$ cat src/hw/rtl/mied_pkg.sv
package mied_pkg;

    localparam int NUM_AXES  = 3;
    localparam int BOX_W     = 15;
    localparam int OUT_W     = 17;
    localparam int MAG_W     = 17;
    localparam int SQ_W      = 2 * MAG_W;
    localparam int SUM_W     = SQ_W + 2;
    localparam int ROOT_W    = SUM_W / 2;
    localparam int REM_W     = ROOT_W + 2;
    localparam int PADDR_W   = 4;
    localparam int PDATA_W   = 32;
    localparam int REG_IDX_W = 2;

    localparam logic [OUT_W-1:0] OUT_MAX = '1;

    localparam logic [REG_IDX_W-1:0] REG_BOX_X = 2'd0;
    localparam logic [REG_IDX_W-1:0] REG_BOX_Y = 2'd1;
    localparam logic [REG_IDX_W-1:0] REG_BOX_Z = 2'd2;

    localparam logic [BOX_W-1:0] BOX_X_RST = 15'd1792;
    localparam logic [BOX_W-1:0] BOX_Y_RST = 15'd1792;
    localparam logic [BOX_W-1:0] BOX_Z_RST = 15'd5120;

    typedef logic [BOX_W-1:0] t_box_len;

endpackage

$ cat src/hw/rtl/mied_if.sv
interface mied_in_if #(
    parameter int COORD_WIDTH = 16
) ();
    logic                          valid;
    logic                          ready;
    logic signed [COORD_WIDTH-1:0] start_x;
    logic signed [COORD_WIDTH-1:0] start_y;
    logic signed [COORD_WIDTH-1:0] start_z;
    logic signed [COORD_WIDTH-1:0] end_x;
    logic signed [COORD_WIDTH-1:0] end_y;
    logic signed [COORD_WIDTH-1:0] end_z;

    modport source (
        output valid, start_x, start_y, start_z, end_x, end_y, end_z,
        input  ready
    );
    modport sink (
        input  valid, start_x, start_y, start_z, end_x, end_y, end_z,
        output ready
    );
endinterface

interface mied_out_if import mied_pkg::*; ();
    logic             valid;
    logic             ready;
    logic [OUT_W-1:0] distance;

    modport source (
        output valid, distance,
        input  ready
    );
    modport sink (
        input  valid, distance,
        output ready
    );
endinterface

$ cat src/hw/rtl/min_image_end_to_end_distance.sv
// Channel   Direction  Handshake        Word
// i_chain   in         valid / ready    start_x..z, end_x..z (signed)
// o_dist    out        valid / ready    distance (unsigned, 17 bits)
// APB       in         psel & penable   box_len_x/y/z at 0x0, 0x4, 0x8
//
// One word is accepted per cycle while i_chain.ready is high; each word passes
// through five arithmetic stages, an 18-stage square root and an output stage.
// Reset is synchronous and clears all valid bits; box lengths return to defaults.
// A skid register behind the output stage holds one word while o_dist stalls,
// and i_chain.ready drops only while that register is full.
module min_image_end_to_end_distance import mied_pkg::*; #(
    parameter int COORD_WIDTH = 16
) (
    input  logic               i_clk,
    input  logic               i_rst_n,
    mied_in_if.sink            i_chain,
    mied_out_if.source         o_dist,
    input  logic               psel,
    input  logic               penable,
    input  logic               pwrite,
    input  logic [PADDR_W-1:0] paddr,
    input  logic [PDATA_W-1:0] pwdata,
    output logic [PDATA_W-1:0] prdata,
    output logic               pready
);

    localparam int CMP_W = (COORD_WIDTH + 2 > BOX_W + 2) ? COORD_WIDTH + 2 : BOX_W + 2;

    t_box_len                r_box [NUM_AXES];
    logic [REG_IDX_W-1:0]    w_reg_idx;
    logic                    w_cfg_wr;

    logic                    w_en;
    logic signed [COORD_WIDTH-1:0] w_start [NUM_AXES];
    logic signed [COORD_WIDTH-1:0] w_end   [NUM_AXES];

    logic signed [COORD_WIDTH:0]   n_s1_d  [NUM_AXES];
    logic signed [CMP_W-1:0]       n_d_ext [NUM_AXES];
    logic signed [CMP_W-1:0]       n_len   [NUM_AXES];
    logic signed [CMP_W-1:0]       n_d2    [NUM_AXES];
    logic signed [CMP_W-1:0]       n_s2_d  [NUM_AXES];
    logic [CMP_W-1:0]              n_mag   [NUM_AXES];
    logic [NUM_AXES-1:0]           n_s3_sat;

    logic                          r_s1_v, r_s2_v, r_s3_v, r_s4_v, r_s5_v;
    logic signed [COORD_WIDTH:0]   r_s1_d   [NUM_AXES];
    logic signed [CMP_W-1:0]       r_s2_d   [NUM_AXES];
    logic [MAG_W-1:0]              r_s3_mag [NUM_AXES];
    logic                          r_s3_sat;
    logic [SQ_W-1:0]               r_s4_sq  [NUM_AXES];
    logic                          r_s4_sat;
    logic [SUM_W-1:0]              r_s5_sum;
    logic                          r_s5_sat;

    logic [REM_W-1:0]              r_rt_rem  [ROOT_W];
    logic [ROOT_W-1:0]             r_rt_root [ROOT_W];
    logic [SUM_W-1:0]              r_rt_num  [ROOT_W];
    logic [ROOT_W-1:0]             r_rt_v;
    logic [ROOT_W-1:0]             r_rt_sat;

    logic [OUT_W-1:0]              n_out_d;
    logic                          r_out_v;
    logic [OUT_W-1:0]              r_out_d;
    logic                          r_skid_v;
    logic [OUT_W-1:0]              r_skid_d;

    assign w_reg_idx = paddr[PADDR_W-1:2];
    assign w_cfg_wr  = psel & penable & pwrite & pready;
    assign pready    = 1'b1;

    always_ff @(posedge i_clk) begin
        if (!i_rst_n) begin
            r_box[0] <= BOX_X_RST;
            r_box[1] <= BOX_Y_RST;
            r_box[2] <= BOX_Z_RST;
        end else if (w_cfg_wr) begin
            case (w_reg_idx)
                REG_BOX_X: r_box[0] <= pwdata[BOX_W-1:0];
                REG_BOX_Y: r_box[1] <= pwdata[BOX_W-1:0];
                REG_BOX_Z: r_box[2] <= pwdata[BOX_W-1:0];
                default: ;
            endcase
        end
    end

    always_comb begin
        case (w_reg_idx)
            REG_BOX_X: prdata = PDATA_W'(r_box[0]);
            REG_BOX_Y: prdata = PDATA_W'(r_box[1]);
            REG_BOX_Z: prdata = PDATA_W'(r_box[2]);
            default:   prdata = '0;
        endcase
    end

    assign w_en          = !r_skid_v;
    assign i_chain.ready = w_en;

    assign w_start[0] = i_chain.start_x;
    assign w_start[1] = i_chain.start_y;
    assign w_start[2] = i_chain.start_z;
    assign w_end[0]   = i_chain.end_x;
    assign w_end[1]   = i_chain.end_y;
    assign w_end[2]   = i_chain.end_z;

    always_comb begin
        for (int a = 0; a < NUM_AXES; a++) begin
            n_s1_d[a]  = (COORD_WIDTH + 1)'(w_end[a]) - (COORD_WIDTH + 1)'(w_start[a]);
            n_d_ext[a] = CMP_W'(r_s1_d[a]);
            n_len[a]   = signed'(CMP_W'(r_box[a]));
            n_d2[a]    = n_d_ext[a] <<< 1;
            if (n_d2[a] > n_len[a]) begin
                n_s2_d[a] = n_d_ext[a] - n_len[a];
            end else if (n_d2[a] <= -n_len[a]) begin
                n_s2_d[a] = n_d_ext[a] + n_len[a];
            end else begin
                n_s2_d[a] = n_d_ext[a];
            end
            n_mag[a]    = r_s2_d[a][CMP_W-1] ? CMP_W'(-r_s2_d[a]) : CMP_W'(r_s2_d[a]);
            n_s3_sat[a] = n_mag[a] > CMP_W'(OUT_MAX);
        end
    end

    always_ff @(posedge i_clk) begin
        if (w_en) begin
            for (int a = 0; a < NUM_AXES; a++) begin
                r_s1_d[a]   <= n_s1_d[a];
                r_s2_d[a]   <= n_s2_d[a];
                r_s3_mag[a] <= n_mag[a][MAG_W-1:0];
                r_s4_sq[a]  <= SQ_W'(r_s3_mag[a]) * SQ_W'(r_s3_mag[a]);
            end
            r_s3_sat <= |n_s3_sat;
            r_s4_sat <= r_s3_sat;
            r_s5_sum <= SUM_W'(r_s4_sq[0]) + SUM_W'(r_s4_sq[1]) + SUM_W'(r_s4_sq[2]);
            r_s5_sat <= r_s4_sat;
        end
    end

    // Restoring square root, one result bit per stage, most significant first.
    for (genvar k = 0; k < ROOT_W; k++) begin : g_rt
        logic [REM_W-1:0]  w_rem_in;
        logic [ROOT_W-1:0] w_root_in;
        logic [SUM_W-1:0]  w_num_in;
        logic              w_v_in;
        logic              w_sat_in;
        logic [REM_W-1:0]  n_rem_sh;
        logic [REM_W-1:0]  n_trial;
        logic [REM_W-1:0]  n_rem;
        logic              n_ge;

        if (k == 0) begin : g_first
            assign w_rem_in  = '0;
            assign w_root_in = '0;
            assign w_num_in  = r_s5_sum;
            assign w_v_in    = r_s5_v;
            assign w_sat_in  = r_s5_sat;
        end else begin : g_next
            assign w_rem_in  = r_rt_rem[k-1];
            assign w_root_in = r_rt_root[k-1];
            assign w_num_in  = r_rt_num[k-1];
            assign w_v_in    = r_rt_v[k-1];
            assign w_sat_in  = r_rt_sat[k-1];
        end

        assign n_rem_sh = {w_rem_in[REM_W-3:0], w_num_in[SUM_W-1 -: 2]};
        assign n_trial  = {w_root_in, 2'b01};
        assign n_ge     = n_rem_sh >= n_trial;
        assign n_rem    = n_ge ? n_rem_sh - n_trial : n_rem_sh;

        always_ff @(posedge i_clk) begin
            if (!i_rst_n) begin
                r_rt_v[k] <= 1'b0;
            end else if (w_en) begin
                r_rt_v[k] <= w_v_in;
            end
        end

        always_ff @(posedge i_clk) begin
            if (w_en) begin
                r_rt_rem[k]  <= n_rem;
                r_rt_root[k] <= {w_root_in[ROOT_W-2:0], n_ge};
                r_rt_num[k]  <= w_num_in << 2;
                r_rt_sat[k]  <= w_sat_in;
            end
        end
    end

    assign n_out_d = (r_rt_sat[ROOT_W-1] || (r_rt_root[ROOT_W-1] > ROOT_W'(OUT_MAX)))
                   ? OUT_MAX : r_rt_root[ROOT_W-1][OUT_W-1:0];

    always_ff @(posedge i_clk) begin
        if (!i_rst_n) begin
            r_s1_v   <= 1'b0;
            r_s2_v   <= 1'b0;
            r_s3_v   <= 1'b0;
            r_s4_v   <= 1'b0;
            r_s5_v   <= 1'b0;
            r_out_v  <= 1'b0;
            r_skid_v <= 1'b0;
        end else begin
            if (w_en) begin
                r_s1_v  <= i_chain.valid;
                r_s2_v  <= r_s1_v;
                r_s3_v  <= r_s2_v;
                r_s4_v  <= r_s3_v;
                r_s5_v  <= r_s4_v;
                r_out_v <= r_rt_v[ROOT_W-1];
            end
            if (r_skid_v) begin
                if (o_dist.ready) begin
                    r_skid_v <= 1'b0;
                end
            end else if (r_out_v && !o_dist.ready) begin
                r_skid_v <= 1'b1;
            end
        end
    end

    always_ff @(posedge i_clk) begin
        if (w_en) begin
            r_out_d <= n_out_d;
        end
        if (!r_skid_v) begin
            r_skid_d <= r_out_d;
        end
    end

    assign o_dist.valid    = r_skid_v | r_out_v;
    assign o_dist.distance = r_skid_v ? r_skid_d : r_out_d;

endmodule

$ cat src/flat_wrapper.sv
// flat-port wrapper written by rule: the top's interface ports become plain ports
module min_image_end_to_end_distance_flat import mied_pkg::*;
#(
    parameter int COORD_WIDTH = 16
)
  (i_clk, i_rst_n, psel, penable, pwrite, paddr, pwdata, prdata, pready, i_chain_valid, i_chain_start_x, i_chain_start_y, i_chain_start_z, i_chain_end_x, i_chain_end_y, i_chain_end_z, i_chain_ready, o_dist_valid, o_dist_distance, o_dist_ready);
  mied_in_if #(.COORD_WIDTH(COORD_WIDTH)) i_chain_i ();
  mied_out_if o_dist_i ();
  input  logic i_clk;
  input  logic i_rst_n;
  input  logic psel;
  input  logic penable;
  input  logic pwrite;
  input  logic [PADDR_W-1:0] paddr;
  input  logic [PDATA_W-1:0] pwdata;
  output logic [PDATA_W-1:0] prdata;
  output logic pready;
  input wire logic [$bits(i_chain_i.valid)-1:0] i_chain_valid;
  input wire logic [$bits(i_chain_i.start_x)-1:0] i_chain_start_x;
  input wire logic [$bits(i_chain_i.start_y)-1:0] i_chain_start_y;
  input wire logic [$bits(i_chain_i.start_z)-1:0] i_chain_start_z;
  input wire logic [$bits(i_chain_i.end_x)-1:0] i_chain_end_x;
  input wire logic [$bits(i_chain_i.end_y)-1:0] i_chain_end_y;
  input wire logic [$bits(i_chain_i.end_z)-1:0] i_chain_end_z;
  output wire logic [$bits(i_chain_i.ready)-1:0] i_chain_ready;
  output wire logic [$bits(o_dist_i.valid)-1:0] o_dist_valid;
  output wire logic [$bits(o_dist_i.distance)-1:0] o_dist_distance;
  input wire logic [$bits(o_dist_i.ready)-1:0] o_dist_ready;
  assign i_chain_i.valid = i_chain_valid;
  assign i_chain_i.start_x = i_chain_start_x;
  assign i_chain_i.start_y = i_chain_start_y;
  assign i_chain_i.start_z = i_chain_start_z;
  assign i_chain_i.end_x = i_chain_end_x;
  assign i_chain_i.end_y = i_chain_end_y;
  assign i_chain_i.end_z = i_chain_end_z;
  assign i_chain_ready = i_chain_i.ready;
  assign o_dist_valid = o_dist_i.valid;
  assign o_dist_distance = o_dist_i.distance;
  assign o_dist_i.ready = o_dist_ready;
  min_image_end_to_end_distance #(.COORD_WIDTH(COORD_WIDTH)) u_core (.i_clk(i_clk), .i_rst_n(i_rst_n), .i_chain(i_chain_i), .o_dist(o_dist_i), .psel(psel), .penable(penable), .pwrite(pwrite), .paddr(paddr), .pwdata(pwdata), .prdata(prdata), .pready(pready));
endmodule
$ cat config.mk
export PLATFORM = sky130hd
export DESIGN_NAME = min_image_end_to_end_distance_flat
export DESIGN_NICKNAME = d
export VERILOG_FILES = /design/src/hw/rtl/mied_pkg.sv /design/src/hw/rtl/mied_if.sv /design/src/hw/rtl/min_image_end_to_end_distance.sv /design/src/flat_wrapper.sv
export SDC_FILE = /design/constraint.sdc
export NUM_CORES = 2
export LEC_CHECK = 0
export BUFFER_PORTS_ARGS = -buffer_cell sky130_fd_sc_hd__buf_4
export CORE_ASPECT_RATIO = 1.75
export CORE_MARGIN = 2
export CORE_UTILIZATION = 53
export DETAILED_ROUTE_END_ITERATION = 10
export HOLD_SLACK_MARGIN = 0.12
export PLACE_DENSITY = 0.79
export SLEW_MARGIN = 5
export SYNTH_ARGS = -nofsm -noshare
export SYNTH_HDL_FRONTEND = slang
export SYNTH_SLANG_ARGS = --single-unit
$ cat constraint.sdc
create_clock -name i_clk -period 35.1 [get_ports i_clk]
set_input_delay 3.51 -clock i_clk [delete_from_list [all_inputs] [get_ports i_clk]]
set_output_delay 3.51 -clock i_clk [all_outputs]
set_load 0.02 [all_outputs]
==> impl_results.md <==
- Post-CTS Setup Inserts: 0
- Total routed wirelength: around 190 mm
- Worst reg2reg setup slack: 27750 ps
- Rel. slew slack: 0.242
- Fmax: 115 MHz
- Hold_sp: u_core.r_rt_num[4][31]
- Share of the synthesized area in the top cell type: 0.397
- Cell class contributing the biggest share of worst-path delay: simple AND/OR/NAND/NOR gates
- CP max-delay cell: nor2b_1
- DRC Markers: 0
- Tightest Pin Transition: 1140 ps
- Synth cell types: 99
- All-layer global routing usage: 0.227
- Worst-path clk slew: 70 ps
- Ys Warns: 0
- Antenna violations before repair: 2
- Main combinational cell family by area after synthesis: adder cells
- DPL Wire Length: between 100 and 150 mm
- Most used DFF post-synth: edfxtp_1
- CP endpoint: prdata[14]
- CTS Buffer Depth: 3
- Flops & latches, synth: 1179
- Mapped cell area: 86000 sq um
- Syn_area_per_cell: 10.9 sq um
- Global route overflow: 0
- Initial DRC count: 3208
- Root buffer cell: clkbuf_16
- R2R cell count: 23
- CP Cell Sequence: buf_4 > nor2b_1 > nand2_1 > o21ai_0 > buf_4
- Area leader, netlist: edfxtp_1
- Filler cell count in the final layout: between 10000 and 15000
- CP startpoint: paddr[3]
- Hold_buf cts: 0
- Gate Count Post-Synth: about 7900
- Max incr delay on CP: 900 ps
- Via-to-Cell Ratio: ~5.6
- Number of global-route vias before repair: around 62000
- Startpoint types: input port
- Critical path depth: 5
- IO buf count: 153
- Clk sinks: 1179
- Critical path class: input port to output port
- Adder-Cell Fraction of Synth Area: 0.255
- CP max FO: 19
- Cell mode on critical path: buf_4
- Crit path required time: 31590 ps
- Overall die width: between 300 and 400 um
- Sequential share of the synthesized area: 0.407
- HP Class: flop to flop
- Ports: 191
- Unrepaired setup endpoints after global routing: no
- Largest net degree at the start of global routing: 213
- Worst Path Buf+Inv: 2
- TritonCTS Buffers: between 100 and 150
- Clock skew: between 60 and 70 ps
- Final hold violation count: 0
- Worst r2r src: u_core.r_s3_mag[0][22]
- GP Congestion: 0.949
- Cell row count: 195
- Synth Area in Compound Gates: 0.101
- Drt first pass iters: 6
- Initial core utilization: 0.533
- Die ar.: 166000 sq um
- R2R Path End: u_core.r_s4_sq[0][66]
- Synth-to-Final Area Change: 8.42%
- DR vias: 57500
- Setup Viol. Count Final: 0
- Crit path DAT: between 5000 and 6000 ps
- Share of cells above drive strength 1: 0.0619
- Reg area: ~35000 sq um
- Worst-skew pair later-pin latency: between 700 and 800 ps
- Post-Synth Simple-Gate Area: 0.108
- Mux contribution to synthesized area: 0.0140
- Slew Limit Fails: 0
- Final min period: about 8700 ps
- Critical path endpoint category: output port
- WL per Instance: 18.2 um
- Routed Antenna Nets: 0
- Multi-input gate area: 45500 sq um
- CTS tree: done
- Area contributors post-synth: edfxtp_1 40%, fa_1 14%, ha_1 12%, inv_1 5.6%, xnor2_1 3.5%
- FFs w/ async S/R, synth: 0
- CTS resizes: 0
- Tcrit/Tclk final: 0.248
- H-tree levels: 3
- Status: finished clean
- Post-Synth XOR/XNOR Area: 0.0492
- First-pass GRT wire length: roughly 300 mm
- Number of synthesized flops with an enable pin: ~1100
- Core area: 161000 sq um
- Max_cap viols: 0
- Nets: about 9600
- TNS Setup: 0 ps
- Die Ht: around 540 um
## final cells by class
cell class / instances / share of cell area
inverters: 1294 / 0.0522
multi-input cells: 5257 / 0.488
well taps: 2167 / 0.0291
diodes: 1 / 0.0000269
flip-flops and latches: 1179 / 0.375
repair buffers: 187 / 0.0152
clock inverters: 85 / 0.0102
clock buffers: 120 / 0.0297
## routing by layer
metal,part of all wire,track usage
met4,0.093,0.190
met2,0.55,0.449
met1,0.32,0.201
met3,0.032,0.0254
met5,0,0
## cell usage after synthesis, drive strengths merged (147+ instances only)
library cell / count
a21o: 153
inv: 1293
nor2: 410
o21ai: 302
and2: 195
nor3: 147
ha: 818
nand2: 536
fa: 584
edfxtp: 1137
a21oi: 386
xnor2: 343
## layout by cell type (no fill, tap or decap), types with 46 or more instances in the layout
cell       instances
a21o_1           152
a21oi_1          383
and2_1           193
buf_4            186
clkbuf_16        109
edfxtp_1        1137
fa_1             584
ha_1             818
inv_1           1292
mux2_2            55
mux2i_1           48
nand2_1          536
nand2b_1          69
nand3_1           93
nand4_1           61
nor2_1           410
nor2b_1          110
nor3_1           147
nor4_1            46
o21a_1            80
o21ai_0          293
o21bai_1          52
o31ai_1           47
or3_1             64
xnor2_1          343
xor2_1           140
## per-stage QoR
step / hold WS (ps) / util / worst slack, ps / std cells / area (sq um)
after floorplan: 400 / - / 9840 / 7899 / 86000
after global placement: 401 / 0.555 / 26470 / 10100 / 89500
after detailed placement: 405 / 0.555 / 26430 / 10100 / 89500
after CTS: 355 / 0.578 / 26410 / 10300 / 93200
after global routing: 367 / 0.578 / 26200 / 10300 / 93200
final: 364 / 0.578 / 26390 / 10300 / 93200
## sequential cells by signal, indices dropped and copies added, names as in the netlist, 17 cells and up
signal / cells
u_core.r_rt_num: 306
u_core.r_rt_rem: 286
u_core.r_rt_root: 171
u_core.r_s4_sq: 99
u_core.r_s2_d: 54
u_core.r_s1_d: 51
u_core.r_s3_mag: 51
u_core.r_box: 45
u_core.g_rt.w_num_in: 36
u_core.g_rt.w_sat_in: 18
u_core.g_rt.w_v_in: 18
u_core.r_out_d: 17
u_core.r_skid_d: 17
## logic make-up after synthesis
logic type      after synthesis
compound gates             1351
mux                         110
other cells                   2
simple gates               1892
flops                      1179
fa+ha+maj                  1402
buf+inv                    1463
xor+xnor                    483
## worst min-delay path by stage
stage / endpoint / slack, ps / depth (start not counted)
after floorplan: u_core.g_rt[0].w_sat_in / 400 / 0
after global routing: u_core.r_rt_num[5][33] / 370 / 0
after detailed placement: u_core.r_rt_num[10][29] / 400 / 0
after global placement: u_core.r_rt_num[5][30] / 400 / 0
final: u_core.r_rt_num[5][33] / 360 / 0
after CTS: u_core.r_rt_num[5][33] / 360 / 0
Power is not shown: default switching activity piles up to over one toggle a cycle in this logic, so the estimate is an artifact.
